## src/rtl/core/dbt_pkg.sv

```systemverilog
// Shared types and constants of the double binary tree neighbor lookup.
// No dependencies; every module of the block uses this package.
package dbt_pkg;

  localparam int unsigned NodeW  = 10;
  localparam int unsigned CountW = 11;
  localparam int unsigned NbW    = 11;
  localparam int unsigned InW    = 16;
  localparam int unsigned OutW   = 72;

  localparam logic [CountW-1:0] MaxRanks = 11'd1024;
  localparam logic [NbW-1:0]    NoNode   = '1;

  typedef logic [NbW-1:0] nb_t;

  typedef struct packed {
    logic             st1;
    logic             st2;
    logic             st3;
    logic             st4;
  } pipe_en_t;

  typedef struct packed {
    logic              err;
    logic [CountW-1:0] n;
    logic [NodeW-1:0]  r0;
    logic [NodeW-1:0]  d0;
    logic [NodeW-1:0]  r1;
    logic [NodeW-1:0]  d1;
  } prep_t;

  typedef struct packed {
    nb_t up;
    nb_t lo;
    nb_t hi;
  } links_t;

  // Status ends up in the lowest bit of the packed word.
  typedef struct packed {
    nb_t  second_right_child;
    nb_t  second_left_child;
    nb_t  second_parent;
    nb_t  first_right_child;
    nb_t  first_left_child;
    nb_t  first_parent;
    logic status;
  } result_t;

  localparam int unsigned ResW = $bits(result_t);

endpackage

```

## src/rtl/core/dbt_prep.sv

```systemverilog
// First stage: count saturation, range check and rank of the second tree.
// Depends on dbt_pkg.
module dbt_prep (
  input  logic                      clk_i,
  input  logic                      en_i,
  input  logic [dbt_pkg::NodeW-1:0] node_index_i,
  input  logic [dbt_pkg::CountW-1:0] node_count_i,
  output dbt_pkg::prep_t            prep_o
);

  dbt_pkg::prep_t              prep_d, prep_q;
  logic [dbt_pkg::CountW-1:0]  nsat;
  logic [dbt_pkg::CountW-1:0]  nm1;
  logic [dbt_pkg::NodeW-1:0]   r1;

  always_comb begin
    nsat = (node_count_i > dbt_pkg::MaxRanks) ? dbt_pkg::MaxRanks : node_count_i;
    nm1  = nsat - 11'd1;
    if (nsat[0]) begin
      r1 = (node_index_i == '0) ? nm1[dbt_pkg::NodeW-1:0] : node_index_i - 10'd1;
    end else begin
      r1 = nm1[dbt_pkg::NodeW-1:0] - node_index_i;
    end
    prep_d.err = (nsat == '0) || ({1'b0, node_index_i} >= nsat);
    prep_d.n   = nsat;
    prep_d.r0  = node_index_i;
    prep_d.d0  = nm1[dbt_pkg::NodeW-1:0] - node_index_i;
    prep_d.r1  = r1;
    prep_d.d1  = nm1[dbt_pkg::NodeW-1:0] - r1;
  end

  always_ff @(posedge clk_i) begin
    if (en_i) begin
      prep_q <= prep_d;
    end
  end

  assign prep_o = prep_q;

endmodule

```

## src/rtl/core/dbt_tree.sv

```systemverilog
// Parent and children of one rank in one binary tree, over two stages.
// Depends on dbt_pkg.
module dbt_tree (
  input  logic                       clk_i,
  input  logic                       en2_i,
  input  logic                       en3_i,
  input  logic [dbt_pkg::CountW-1:0] n_i,
  input  logic [dbt_pkg::NodeW-1:0]  r_i,
  input  logic [dbt_pkg::NodeW-1:0]  d_i,
  output dbt_pkg::links_t            links_o
);

  logic [dbt_pkg::NodeW-1:0] bit_w, half, sm, msbd, p_d, p_q, r_q, rx;
  dbt_pkg::nb_t              upc, up_d, up_q, lo_d, lo_q;
  dbt_pkg::links_t           links_d, links_q;

  always_comb begin
    bit_w = r_i & (~r_i + 10'd1);
    half  = bit_w >> 1;
    sm    = d_i | (d_i >> 1);
    sm    = sm | (sm >> 2);
    sm    = sm | (sm >> 4);
    sm    = sm | (sm >> 8);
    msbd  = sm ^ (sm >> 1);
    rx    = r_i ^ bit_w;
    upc   = {1'b0, rx} | {bit_w, 1'b0};
    if (r_i == '0) begin
      p_d  = msbd;
      up_d = dbt_pkg::NoNode;
      lo_d = dbt_pkg::NoNode;
    end else begin
      p_d  = (half <= d_i) ? half : msbd;
      up_d = (upc >= n_i) ? {1'b0, rx} : upc;
      lo_d = (half == '0) ? dbt_pkg::NoNode : {1'b0, r_i - half};
    end
  end

  always_ff @(posedge clk_i) begin
    if (en2_i) begin
      p_q  <= p_d;
      r_q  <= r_i;
      up_q <= up_d;
      lo_q <= lo_d;
    end
  end

  always_comb begin
    links_d.up = up_q;
    links_d.lo = lo_q;
    links_d.hi = (p_q == '0) ? dbt_pkg::NoNode : ({1'b0, r_q} + {1'b0, p_q});
  end

  always_ff @(posedge clk_i) begin
    if (en3_i) begin
      links_q <= links_d;
    end
  end

  assign links_o = links_q;

endmodule

```

## src/rtl/core/dbt_map.sv

```systemverilog
// Last stage: second tree back to rank space, error forcing, result register.
// Depends on dbt_pkg.
module dbt_map (
  input  logic                       clk_i,
  input  logic                       en_i,
  input  logic                       err_i,
  input  logic [dbt_pkg::CountW-1:0] n_i,
  input  dbt_pkg::links_t            t0_i,
  input  dbt_pkg::links_t            t1_i,
  output dbt_pkg::result_t           res_o
);

  dbt_pkg::result_t res_d, res_q;

  function automatic dbt_pkg::nb_t map_back(input logic [dbt_pkg::CountW-1:0] n,
                                            input dbt_pkg::nb_t v);
    dbt_pkg::nb_t inc;
    inc = v + 11'd1;
    if (v == dbt_pkg::NoNode) begin
      return dbt_pkg::NoNode;
    end else if (n[0]) begin
      return (inc == n) ? '0 : inc;
    end else begin
      return n - 11'd1 - v;
    end
  endfunction

  always_comb begin
    if (err_i) begin
      res_d.status             = 1'b1;
      res_d.first_parent       = dbt_pkg::NoNode;
      res_d.first_left_child   = dbt_pkg::NoNode;
      res_d.first_right_child  = dbt_pkg::NoNode;
      res_d.second_parent      = dbt_pkg::NoNode;
      res_d.second_left_child  = dbt_pkg::NoNode;
      res_d.second_right_child = dbt_pkg::NoNode;
    end else begin
      res_d.status             = 1'b0;
      res_d.first_parent       = t0_i.up;
      res_d.first_left_child   = t0_i.lo;
      res_d.first_right_child  = t0_i.hi;
      res_d.second_parent      = map_back(n_i, t1_i.up);
      res_d.second_left_child  = map_back(n_i, t1_i.lo);
      res_d.second_right_child = map_back(n_i, t1_i.hi);
    end
  end

  always_ff @(posedge clk_i) begin
    if (en_i) begin
      res_q <= res_d;
    end
  end

  assign res_o = res_q;

endmodule

```

## src/rtl/core/double_binary_tree_neighbors.sv

```systemverilog
// Double binary tree neighbor lookup: parent and children of a rank in two trees.
// Four register stages from request accept to result valid: prep, tree, tree, map.
// Throughput: one request per cycle; the pipeline advances whenever its last stage
// is empty or the result is taken, so a stall loses nothing.
// Reset: clears all stage valid bits and sets node_count to 1.
// Depends on dbt_pkg, dbt_prep, dbt_tree and dbt_map.
module double_binary_tree_neighbors (
  input  logic                        clk_i,
  input  logic                        rst_ni,
  input  logic                        cfg_we_i,
  input  logic [dbt_pkg::CountW-1:0]  cfg_wdata_i,   // node_count
  input  logic                        s_axis_tvalid,
  output logic                        s_axis_tready,
  input  logic [dbt_pkg::InW-1:0]     s_axis_tdata,  // node_index, zero pad
  output logic                        m_axis_tvalid,
  input  logic                        m_axis_tready,
  // status, first_parent, first_left_child, first_right_child, second_parent,
  // second_left_child, second_right_child, zero pad
  output logic [dbt_pkg::OutW-1:0]    m_axis_tdata
);

  logic [dbt_pkg::CountW-1:0] node_count_q;
  logic [3:0]                 valid_q;
  dbt_pkg::pipe_en_t          en;
  dbt_pkg::prep_t             prep;
  logic                       err2_q, err3_q;
  logic [dbt_pkg::CountW-1:0] n2_q, n3_q;
  dbt_pkg::links_t            t0, t1;
  dbt_pkg::result_t           res;

  always_comb begin
    en.st4 = !valid_q[3] || m_axis_tready;
    en.st3 = !valid_q[2] || en.st4;
    en.st2 = !valid_q[1] || en.st3;
    en.st1 = !valid_q[0] || en.st2;
  end

  assign s_axis_tready = en.st1;
  assign m_axis_tvalid = valid_q[3];

  always_ff @(posedge clk_i or negedge rst_ni) begin
    if (!rst_ni) begin
      node_count_q <= 11'd1;
      valid_q      <= '0;
    end else begin
      if (cfg_we_i) begin
        node_count_q <= cfg_wdata_i;
      end
      if (en.st1) valid_q[0] <= s_axis_tvalid;
      if (en.st2) valid_q[1] <= valid_q[0];
      if (en.st3) valid_q[2] <= valid_q[1];
      if (en.st4) valid_q[3] <= valid_q[2];
    end
  end

  dbt_prep u_prep (
    .clk_i        (clk_i),
    .en_i         (en.st1),
    .node_index_i (s_axis_tdata[dbt_pkg::NodeW-1:0]),
    .node_count_i (node_count_q),
    .prep_o       (prep)
  );

  always_ff @(posedge clk_i) begin
    if (en.st2) begin
      err2_q <= prep.err;
      n2_q   <= prep.n;
    end
    if (en.st3) begin
      err3_q <= err2_q;
      n3_q   <= n2_q;
    end
  end

  dbt_tree u_tree0 (
    .clk_i   (clk_i),
    .en2_i   (en.st2),
    .en3_i   (en.st3),
    .n_i     (prep.n),
    .r_i     (prep.r0),
    .d_i     (prep.d0),
    .links_o (t0)
  );

  dbt_tree u_tree1 (
    .clk_i   (clk_i),
    .en2_i   (en.st2),
    .en3_i   (en.st3),
    .n_i     (prep.n),
    .r_i     (prep.r1),
    .d_i     (prep.d1),
    .links_o (t1)
  );

  dbt_map u_map (
    .clk_i (clk_i),
    .en_i  (en.st4),
    .err_i (err3_q),
    .n_i   (n3_q),
    .t0_i  (t0),
    .t1_i  (t1),
    .res_o (res)
  );

  assign m_axis_tdata = {{(dbt_pkg::OutW - dbt_pkg::ResW){1'b0}}, res};

endmodule
```

## config.mk

```make
export PLATFORM = sky130hd
export DESIGN_NAME = double_binary_tree_neighbors
export DESIGN_NICKNAME = d
export VERILOG_FILES = /design/src/rtl/core/dbt_pkg.sv /design/src/rtl/core/dbt_prep.sv /design/src/rtl/core/dbt_tree.sv /design/src/rtl/core/dbt_map.sv /design/src/rtl/core/double_binary_tree_neighbors.sv
export SDC_FILE = /design/constraint.sdc
export NUM_CORES = 1
export LEC_CHECK = 0
export ABC_AREA = 1
export ABC_CLOCK_PERIOD_IN_PS = 11900
export BUFFER_PORTS_ARGS = -buffer_cell sky130_fd_sc_hd__buf_2
export CAP_MARGIN = 20
export CORE_ASPECT_RATIO = 0.8
export CORE_UTILIZATION = 50
export CTS_BUF_LIST = sky130_fd_sc_hd__clkbuf_16
export DETAILED_ROUTE_END_ITERATION = 10
export GPL_ROUTABILITY_DRIVEN = 0
export GPL_TIMING_DRIVEN = 1
export HOLD_SLACK_MARGIN = 0.02
export PLACE_DENSITY = 0.67
export REMOVE_ABC_BUFFERS = 1
export SETUP_SLACK_MARGIN = 0.05
export SLEW_MARGIN = 20
export SYNTH_ARGS = -nofsm -noshare
export SYNTH_HDL_FRONTEND = slang
export SYNTH_HIERARCHICAL = 1
export SYNTH_SLANG_ARGS = --single-unit
```

## constraint.sdc

```tcl
create_clock -name clk_i -period 11.9 [get_ports clk_i]
set_clock_uncertainty 0.05 [all_clocks]
set_input_delay 0.595 -clock clk_i [delete_from_list [all_inputs] [get_ports clk_i]]
set_output_delay 0.595 -clock clk_i [all_outputs]
set_load 0.05 [all_outputs]
```

After elaboration in Yosys (flattened, before gate mapping)
Index checks and enable logic that the tools add are counted.
- $lt $le $gt $ge: 6
- bitwise gates (word level): 18
- reduce and logical (&&, ||, !) cells: 22
- muxes and demuxes: 18
- equality and inequality tests: 6
- $add $sub $neg: 17
- operators with widths (cell ; count):
    11-bit 2-to-1 mux ; 11
    10-bit zero test ; 7
    10-bit 2-to-1 mux ; 6
    11-bit by 1-bit adder with 11-bit output (second input constant) ; 3
    11-bit == test ; 3
    11-bit == test (second input constant) ; 3
    11-bit subtractor ; 3
    10-bit by 10-bit adder with 11-bit output ; 2
    11-bit >= comparator ; 2
    10-bit by 11-bit OR with 11-bit output ; 2
    10-bit by 1-bit adder with 10-bit output (second input constant) ; 2
    10-bit bitwise AND ; 2
    9-bit by 10-bit <= comparator with 1-bit output ; 2
    10-bit NOT ; 2
    10-bit by 2-bit OR with 10-bit output ; 2
    10-bit by 6-bit OR with 10-bit output ; 2
    10-bit by 8-bit OR with 10-bit output ; 2
    10-bit by 9-bit OR with 10-bit output ; 2
    10-bit by 1-bit subtractor with 10-bit output (second input constant) ; 2
    10-bit subtractor ; 2
    10-bit by 9-bit subtractor with 10-bit output ; 2
    10-bit bitwise XOR ; 2
    10-bit by 9-bit bitwise XOR with 10-bit output ; 2
    10-bit by 11-bit >= comparator with 1-bit output ; 1
    other kinds (7) ; 18
- input port bits: 32
- logic and storage cells: 125
- output and inout bits: 74
- register bits after elaboration: 308

Depth between registers and ports, before layout
Gate-level depths: netlist (run 1).
- word-level depth: 7
- depth in mapped cells: 32
- mapped depth without buffers: 31

Modules after synthesis
Netlist (run 1), hierarchy kept.
- by module, submodules not included (module ; cells an instance ; times used ; area an instance (um^2) ; sequential area each (um^2)):
    dbt_map ; 848 ; 1 ; 5824.3 ; 2011.9
    dbt_tree at u_tree1 ; 473 ; 1 ; 4389.2 ; 2252.2
    dbt_tree at u_tree0 ; 473 ; 1 ; 4380.5 ; 2252.2
    dbt_prep ; 353 ; 1 ; 3458.3 ; 1561.5
    double_binary_tree_neighbors ; 93 ; 1 ; 1415.1 ; 1097.3

Least setup slack after synthesis (run 1)
No wires, ideal clock.
- path kind: reg2reg
- start point: register node_count_q[5] (netlist bit)
- end point: register u_prep.prep_q (netlist bit u_prep/prep_o[9]), data pin
- setup time: 253 ps
- cell stages (with the launch flop): 31
- clock period less this slack: 4440 ps
- required time: 11597 ps
- buffers on the path: 2
- arrival: 4137 ps
- setup slack: 7460 ps
- cell sequence: dfrtp_1 -> or2_1 -> nor2_1 -> nand2_1 -> nand2_2 -> buf_8 -> nand2_1 -> buf_2 -> ha_1 -> inv_1 -> xor2_1 -> ha_1 -> nand3_1 -> nand2_1 -> a21oi_1 -> o21ai_0 -> a21oi_1 -> o21bai_1 -> xor2_1 -> o21ai_2 -> inv_2 -> ha_1 -> inv_1 -> nor4_1 -> nand3_1 -> nand4_1 -> nand3_1 -> nand2_1 -> inv_1 -> nand3_1 -> nand2_1
- RTL lines (element ; RTL line ; text):
    from (decl) ; double_binary_tree_neighbors.sv:22 ; logic [dbt_pkg::CountW-1:0] node_count_q;
    from (signal assigned) ; double_binary_tree_neighbors.sv:47 ; node_count_q <= cfg_wdata_i;
    to (signal assigned) ; dbt_prep.sv:34 ; prep_q <= prep_d;
    to (decl) ; dbt_prep.sv:11 ; dbt_pkg::prep_t prep_d, prep_q;

==> results.sh, run 1 <==
export IMPL_status="finished, final reports clean"
export IMPL_wire_per_inst_um=15.66
export IMPL_h_tree_depth=1
export IMPL_hold_viol_final=0
export IMPL_maxSlewViolCount=0
export IMPL_grt_max_degree=80
export IMPL_grt_pass1_vias=14204
export IMPL_tns_ns=0
export IMPL_worst_path_max_delay_cell="dfrtp_1"
export IMPL_cts_buffers=31
export IMPL_synth_edf_count=293
export IMPL_totalPowerFinal_mw=4.787
export IMPL_route_detailed_drc=0
export IMPL_critPathMostFrequentCell="nand2_1"
export IMPL_fin_crit_ns=5.503
export IMPL_synth_seq_cells=308
export IMPL_diodes=0
export IMPL_required_ns=12.17
export IMPL_synth_area_sq_um=19470
export IMPL_postSynthAreaPerCell_sq_um=8.691
export IMPL_ys_seq_area_frac=0.4713
export IMPL_cts_sinks=308
export IMPL_max_slew_margin=0.3273
export IMPL_critical_path_startpoint="node_count_q[5]"
export IMPL_multi_input_area_sq_um=8823
export IMPL_wirelength_um=44900
export IMPL_yosys_area_top_type="edfxtp_1"
export IMPL_antenna_found_initial=0
export IMPL_cp_end_kind="flip-flop"
export IMPL_hold_class="in -> reg"
export IMPL_rsz0062_at_grt="false"
export IMPL_clk_latency_ns=0.56
export IMPL_seq_area_sq_um=9175
export IMPL_worstMarginPinSlew_ns=1.009
export IMPL_power_density_nw_per_um2=222.3
export IMPL_vias_per_cell=5.389
export IMPL_worstPathMaxFanout=12
export IMPL_drt_iter0_markers=1599
export IMPL_async_flop_share=0.04870
export IMPL_core_sq_um=38280
export IMPL_ys_types=54
export IMPL_path_clk_slew_ns=0.07
export IMPL_syn_inst=2240
export IMPL_synthFlopType="edfxtp_1"
export IMPL_grt_pass1_wl_um=71220
export IMPL_setup_viol=0
export IMPL_start_util=0.5086
export IMPL_min_from="cfg_wdata_i[4]"
export IMPL_firstDrtPassIters=6
export IMPL_yosysWarnings=6
export IMPL_synth_top_area_share=0.4520
export IMPL_syn_to_final_growth_pct=10.61
export IMPL_startpoint_type="flip-flop"
export IMPL_final_common_cell="nand2_1"
export IMPL_cts_root_buf="clkbuf_16"
export IMPL_p_leak_nw=10.03
export IMPL_cts_tree="yes"
export IMPL_synth_area_top_cells="edfxtp_1, nand2_1, ha_1"
export IMPL_worst_hold_slack_ns=0.1869
export IMPL_final_cell_mix="nand2_1, inv_1, edfxtp_1, nand3_1, nor2_1"
export IMPL_dp_hpwl_um=34450
export IMPL_rows=64
export IMPL_worstSetupPathType="reg -> reg"
export IMPL_r2r_start="node_count_q[5]"
export IMPL_cap_violations=0
export IMPL_grt_usage=0.2236
export IMPL_nFillCells=3379
export IMPL_timing_final_crit_share=0.4625
export IMPL_overflow=0
export IMPL_ant_nets=0
export IMPL_worst_ep_arrival_time_ns=5.78
export IMPL_dieArea_sq_um=39730
export IMPL_max_stage_delay_ns=0.43
export IMPL_die_w_um=222.6
export IMPL_die_h_um=178.5
export IMPL_cts_post_setup_buffers_inserted=0
export IMPL_drive_above_1_share=0.1214
export IMPL_vias=15457
export IMPL_fin_nets=2529
export IMPL_ir_drop_mv=0.1121
export IMPL_ioPinCount=106
export IMPL_io_buffers=94
export IMPL_fmax_ghz=0.1817
export IMPL_cts_max_path_buffers=3
-- synthesized netlist by cell type, types with 5 or more instances --
cell type / instances
a21oi_1: 106
a31oi_1: 8
buf_4: 5
clkbuf_1: 17
dfrtp_1: 14
edfxtp_1: 293
fa_1: 9
ha_1: 139
inv_1: 331
inv_2: 19
nand2_1: 545
nand2_2: 17
nand2_4: 7
nand3_1: 228
nand3_2: 6
nand3b_1: 6
nand4_1: 30
nor2_1: 158
nor2_2: 11
nor3_1: 18
nor4_1: 5
o21ai_0: 84
o21ai_1: 6
o21ai_2: 13
o21bai_1: 14
or2_1: 6
or2_2: 47
xor2_1: 48
-- repair_timing --
action,in CTS,in global routing
hold endpoints to repair,14,0
hold buffers,1,0
gates resized for setup,0,0
-- stage by stage --
stage	instances	setup slack (ns)	area, sq um	util
CTS	2868	6.486	21530	0.5626
global route	2868	5.966	21530	0.5626
finish	2868	6.397	21530	0.5626
floorplan	2215	7.346	19320	-
detailed placement	2810	6.503	20460	0.5347
global placement	2810	6.656	20460	0.5347
-- routing by layer --
layer | up-vias | routed length (um) | track usage
met5 | - | 0 | 0
met4 | 0 | 637 | 0.04943
met3 | 56 | 3772 | 0.03492
met2 | 601 | 18830 | 0.3359
met1 | 7127 | 21660 | 0.3383
li1 | 7673 | - | -
-- critical path: cells and delay by family (launching register included) --
kind            cells  cell delay, ns
compound gates      4            0.65
xor+xnor            2            0.50
fa+ha+maj           3            1.03
buf+inv             3            0.23
flops               1            0.43
simple gates       16            2.35
-- where the power goes --
part / switching [mW] / leakage, nW / total [mW] / internal [mW]
Combinational: 1.38 / 6.41 / 2.03 / 0.650
Clock: 0.398 / 0.522 / 1.00 / 0.602
Sequential: 0.189 / 3.10 / 1.76 / 1.57
-- area by class of cell --
type | instances | area share
multi-input cells | 1553 | 0.4098
well taps | 495 | 0.02876
clock buffers | 31 | 0.03603
clock inverters | 26 | 0.01313
inverters | 354 | 0.06182
repair buffers | 101 | 0.02440
flip-flops and latches | 308 | 0.4261
-- path summary, 6_finish.rpt --
| path | to | slack (ns) | cells after the start |
|---|---|---|---|
| setup / recovery | u_prep/prep_o[9] | 6.40 | 28 |
| hold / removal | node_count_q[4] | 0.19 | 3 |
| setup reg to reg | u_prep/prep_o[9] | 6.40 | 28 |
| hold reg to reg | n3_q[8] | 0.36 | 0 |
| max in group asynchronous | node_count_q[0] | 11.09 | 2 |
| min in group asynchronous | node_count_q[9] | 0.41 | 2 |
-- kinds of logic after synthesis --
| logic type | Yosys count | share of synthesized area |
|---|---|---|
| muxes | 1 | 0.0005142 |
| DFF | 308 | 0.4713 |
| and+or+nand+nor | 1096 | 0.2540 |
| AOI/OAI and AO/OA | 250 | 0.07314 |
| adders and majority gates | 148 | 0.09859 |
| other | 1 | 0.0001926 |
| xor gates and xnor gates | 53 | 0.02539 |
| buffers and inverters | 383 | 0.07687 |
-- sequential cells by signal, summed over array words and instances (netlist names), 10 cells and up --
name,flops
u_map/res_o,67
u_prep/prep_o,52
u_tree0/links_o,33
u_tree1/links_o,33
n2_q,11
n3_q,11
node_count_q,11
u_tree0/lo_q,11
u_tree0/up_q,11
u_tree1/lo_q,11
u_tree1/up_q,11
u_tree0/p_q,10
u_tree0/r_q,10
u_tree1/p_q,10
u_tree1/r_q,10
No activity file was read; power rests on OpenSTA's default activity.
==> run 2: changes to the inputs <==
--- a/config.mk
+++ b/config.mk
@@ -6,7 +6,7 @@
 export NUM_CORES = 1
 export LEC_CHECK = 0
 export ABC_AREA = 1
-export ABC_CLOCK_PERIOD_IN_PS = 11900
+export ABC_CLOCK_PERIOD_IN_PS = 4950
 export BUFFER_PORTS_ARGS = -buffer_cell sky130_fd_sc_hd__buf_2
 export CAP_MARGIN = 20
 export CORE_ASPECT_RATIO = 0.8
@@ -16,7 +16,7 @@
 export GPL_ROUTABILITY_DRIVEN = 0
 export GPL_TIMING_DRIVEN = 1
 export HOLD_SLACK_MARGIN = 0.02
-export PLACE_DENSITY = 0.67
+export PLACE_DENSITY = 0.7
 export REMOVE_ABC_BUFFERS = 1
 export SETUP_SLACK_MARGIN = 0.05
 export SLEW_MARGIN = 20
==> constraint.sdc (replaced) <==
create_clock -name clk_i -period 4.95 [get_ports clk_i]
set_clock_uncertainty 0.05 [all_clocks]
set_input_delay 0.2475 -clock clk_i [delete_from_list [all_inputs] [get_ports clk_i]]
set_output_delay 0.2475 -clock clk_i [all_outputs]
set_load 0.05 [all_outputs]
==> run 2 against run 1 <==
First-iteration DRC count increased by 1.4%; cell area increased by 2.7%; global-route usage increased by 1.2 points; power increased by 150%; critical path depth increased by 1; largest cell class unchanged.
==> results.sh, run 2 (synthesis results as in run 1) <==
export IMPL_seq_area_sq_um=9176
export IMPL_vias_per_cell=5.480
export IMPL_max_slew_margin=0.3184
export IMPL_power_share_switching=0.4159
export IMPL_cts_buffers=34
export IMPL_wirelength_um=47520
export IMPL_power_density_nw_per_um2=531.8
export IMPL_core_sq_um=38280
export IMPL_topRoutingLayerUsed="met4"
export IMPL_multi_input_area_sq_um=8974
export IMPL_fin_crit_ns=4.607
export IMPL_dr_wl_met3_um=4146
export IMPL_drive_above_1_share=0.1377
export IMPL_ant_nets=0
export IMPL_grt_pass1_vias=14544
export IMPL_worstPathMaxFanout=5
export IMPL_dp_hpwl_um=35140
export IMPL_syn_to_final_growth_pct=13.63
export IMPL_grt_pass1_wl_um=74350
export IMPL_cts_root_buf="clkbuf_16"
export IMPL_io_buffers=94
export IMPL_ioPinCount=106
export IMPL_status="finished, final reports clean"
export IMPL_stdcell_count=2915
export IMPL_largest_reg_flops=67
export IMPL_cap_violations=0
export IMPL_drt_iter0_markers=1621
export IMPL_startpoint_type="flip-flop"
export IMPL_route_detailed_drc=0
export IMPL_firstDrtPassIters=6
export IMPL_cts_max_path_buffers=3
export IMPL_grt_max_degree=78
export IMPL_dieArea_sq_um=39730
export IMPL_start_util=0.5086
export IMPL_cts_tree="yes"
export IMPL_nFillCells=3315
export IMPL_maxSlewViolCount=0
export IMPL_worst_ep_arrival_time_ns=4.82
export IMPL_die_w_um=222.6
export IMPL_ir_drop_mv=0.2153
export IMPL_hold_class="in -> async"
export IMPL_overflow=0
export IMPL_place_inst=2816
export IMPL_wl_met2_um=20620
export IMPL_fmax_ghz=0.2171
export IMPL_cp_end_kind="flip-flop"
export IMPL_pwr_share_comb=0.427
export IMPL_seq_power_share=0.361
export IMPL_antenna_found_initial=1
export IMPL_h_tree_depth=2
export IMPL_die_h_um=178.5
export IMPL_pwr_share_clk=0.212
export IMPL_max_stage_delay_ns=0.41
export IMPL_worstMarginPinSlew_ns=1.022
export IMPL_vias=15973
export IMPL_drt_met1_wl_um=21830
export IMPL_critPathMostFrequentCell="nand2_1"
export IMPL_fin_nets=2573
export IMPL_hold_viol_final=0
export IMPL_setup_viol=0
export IMPL_final_common_cell="nand2_1"
export IMPL_grt_usage=0.2352
export IMPL_power_switching_mw=4.893
export IMPL_worstSetupPathType="reg -> reg"
export IMPL_cts_sinks=308
export IMPL_required_ns=5.16
export IMPL_clk_latency_ns=0.53
export IMPL_wire_per_inst_um=16.30
export IMPL_timing_final_crit_share=0.9306
export IMPL_final_cell_mix="nand2_1, inv_1, edfxtp_1, nand3_1, nor2_1"
export IMPL_p_leak_nw=10.28
export IMPL_rows=64
export IMPL_tns_ns=0
export IMPL_worst_path_max_delay_cell="dfrtp_1"
export IMPL_path_clk_slew_ns=0.07
export IMPL_p_int_mw=6.871
[run 2: cell types whose count changed in the layout (fill, tap and decap cells not counted), moves of 4 or more]
cell           before  now
a21oi_2             0    4
dlygate4sd3_1       1   24
ha_1              139  135
clkbuf_16          31   35
a21oi_1           106  102
buf_4               6   23
[run 2: layout make-up]
class | count | share of cell area
diodes | 1 | 0.0001131
clock buffers | 35 | 0.03959
clock inverters | 27 | 0.01058
inverters | 354 | 0.06041
multi-input cells | 1553 | 0.4057
flip-flops and latches | 308 | 0.4148
well taps | 495 | 0.02800
repair buffers | 142 | 0.04084
[run 2: power by group through the flow]
| stage | clock [mW] | combinational [mW] | sequential, mW |
|---|---|---|---|
| global placement | 0 | 4.64 | 4.27 |
| floorplan | 0 | 3.24 | 4.57 |
| detailed placement | 0 | 4.77 | 4.29 |
| global route | 2.65 | 5.60 | 4.31 |
| CTS | 2.55 | 4.83 | 4.24 |
| finish | 2.49 | 5.03 | 4.24 |
[run 2: layer usage]
| metal | track usage | vias to the layer above |
|---|---|---|
| met4 | 0.05460 | 0 |
| met5 | 0 | - |
| met2 | 0.3661 | 670 |
| met1 | 0.3415 | 7461 |
| li1 | - | 7764 |
| met3 | 0.04085 | 78 |
[run 2: worst max-delay path, delay by kind of cell (launching register included)]
family	cells	cell delay (ns)
buffers and inverters	6	0.46
XOR/XNOR	1	0.19
AND/OR/NAND/NOR	16	1.90
adder cells (fa/ha/maj)	3	0.89
AO/OA/AOI/OAI	3	0.42
flip-flops	1	0.41
[run 2: worst paths after layout]
| path | from | endpoint | slack, ns | cells past startpoint |
|---|---|---|---|---|
| worst max-delay path | node_count_q[5] | u_prep/prep_o[9] | 0.34 | 29 |
| worst min-delay path | rst_ni | node_count_q[8] | 0.09 | 2 |
| worst max register to register | node_count_q[5] | u_prep/prep_o[9] | 0.34 | 29 |
| worst min register to register | u_tree1/up_q[9] | u_tree1/links_o[31] | 0.35 | 0 |
| max in group asynchronous | rst_ni | node_count_q[0] | 4.45 | 2 |
| min in group clk_i | cfg_we_i | node_count_q[8] | 0.12 | 2 |
[run 2: stage by stage]
step | instance area (sq um) | util | setup slack, ns | hold slack (ns) | power, mW
2_1_floorplan | 19320 | - | 0.3959 | -0.09809 | 7.809
3_3_place_gp | 20510 | 0.5358 | 0.2071 | 0.1119 | 8.909
3_5_place_dp | 20510 | 0.5358 | 0.05096 | 0.1165 | 9.058
4_1_cts | 21860 | 0.5711 | 0.05220 | 0.09209 | 11.62
5_1_grt | 22120 | 0.5779 | -0.01302 | 0.1108 | 12.55
6_report | 22120 | 0.5779 | 0.3433 | 0.09059 | 11.76
[run 2: what timing repair did]
action,4_1_cts,5_1_grt
pin swaps,0,22
gates resized for setup,2,34
setup buffers,0,11
setup endpoints to repair,1,2
hold buffers,24,0
endpoints found under the hold margin,39,0
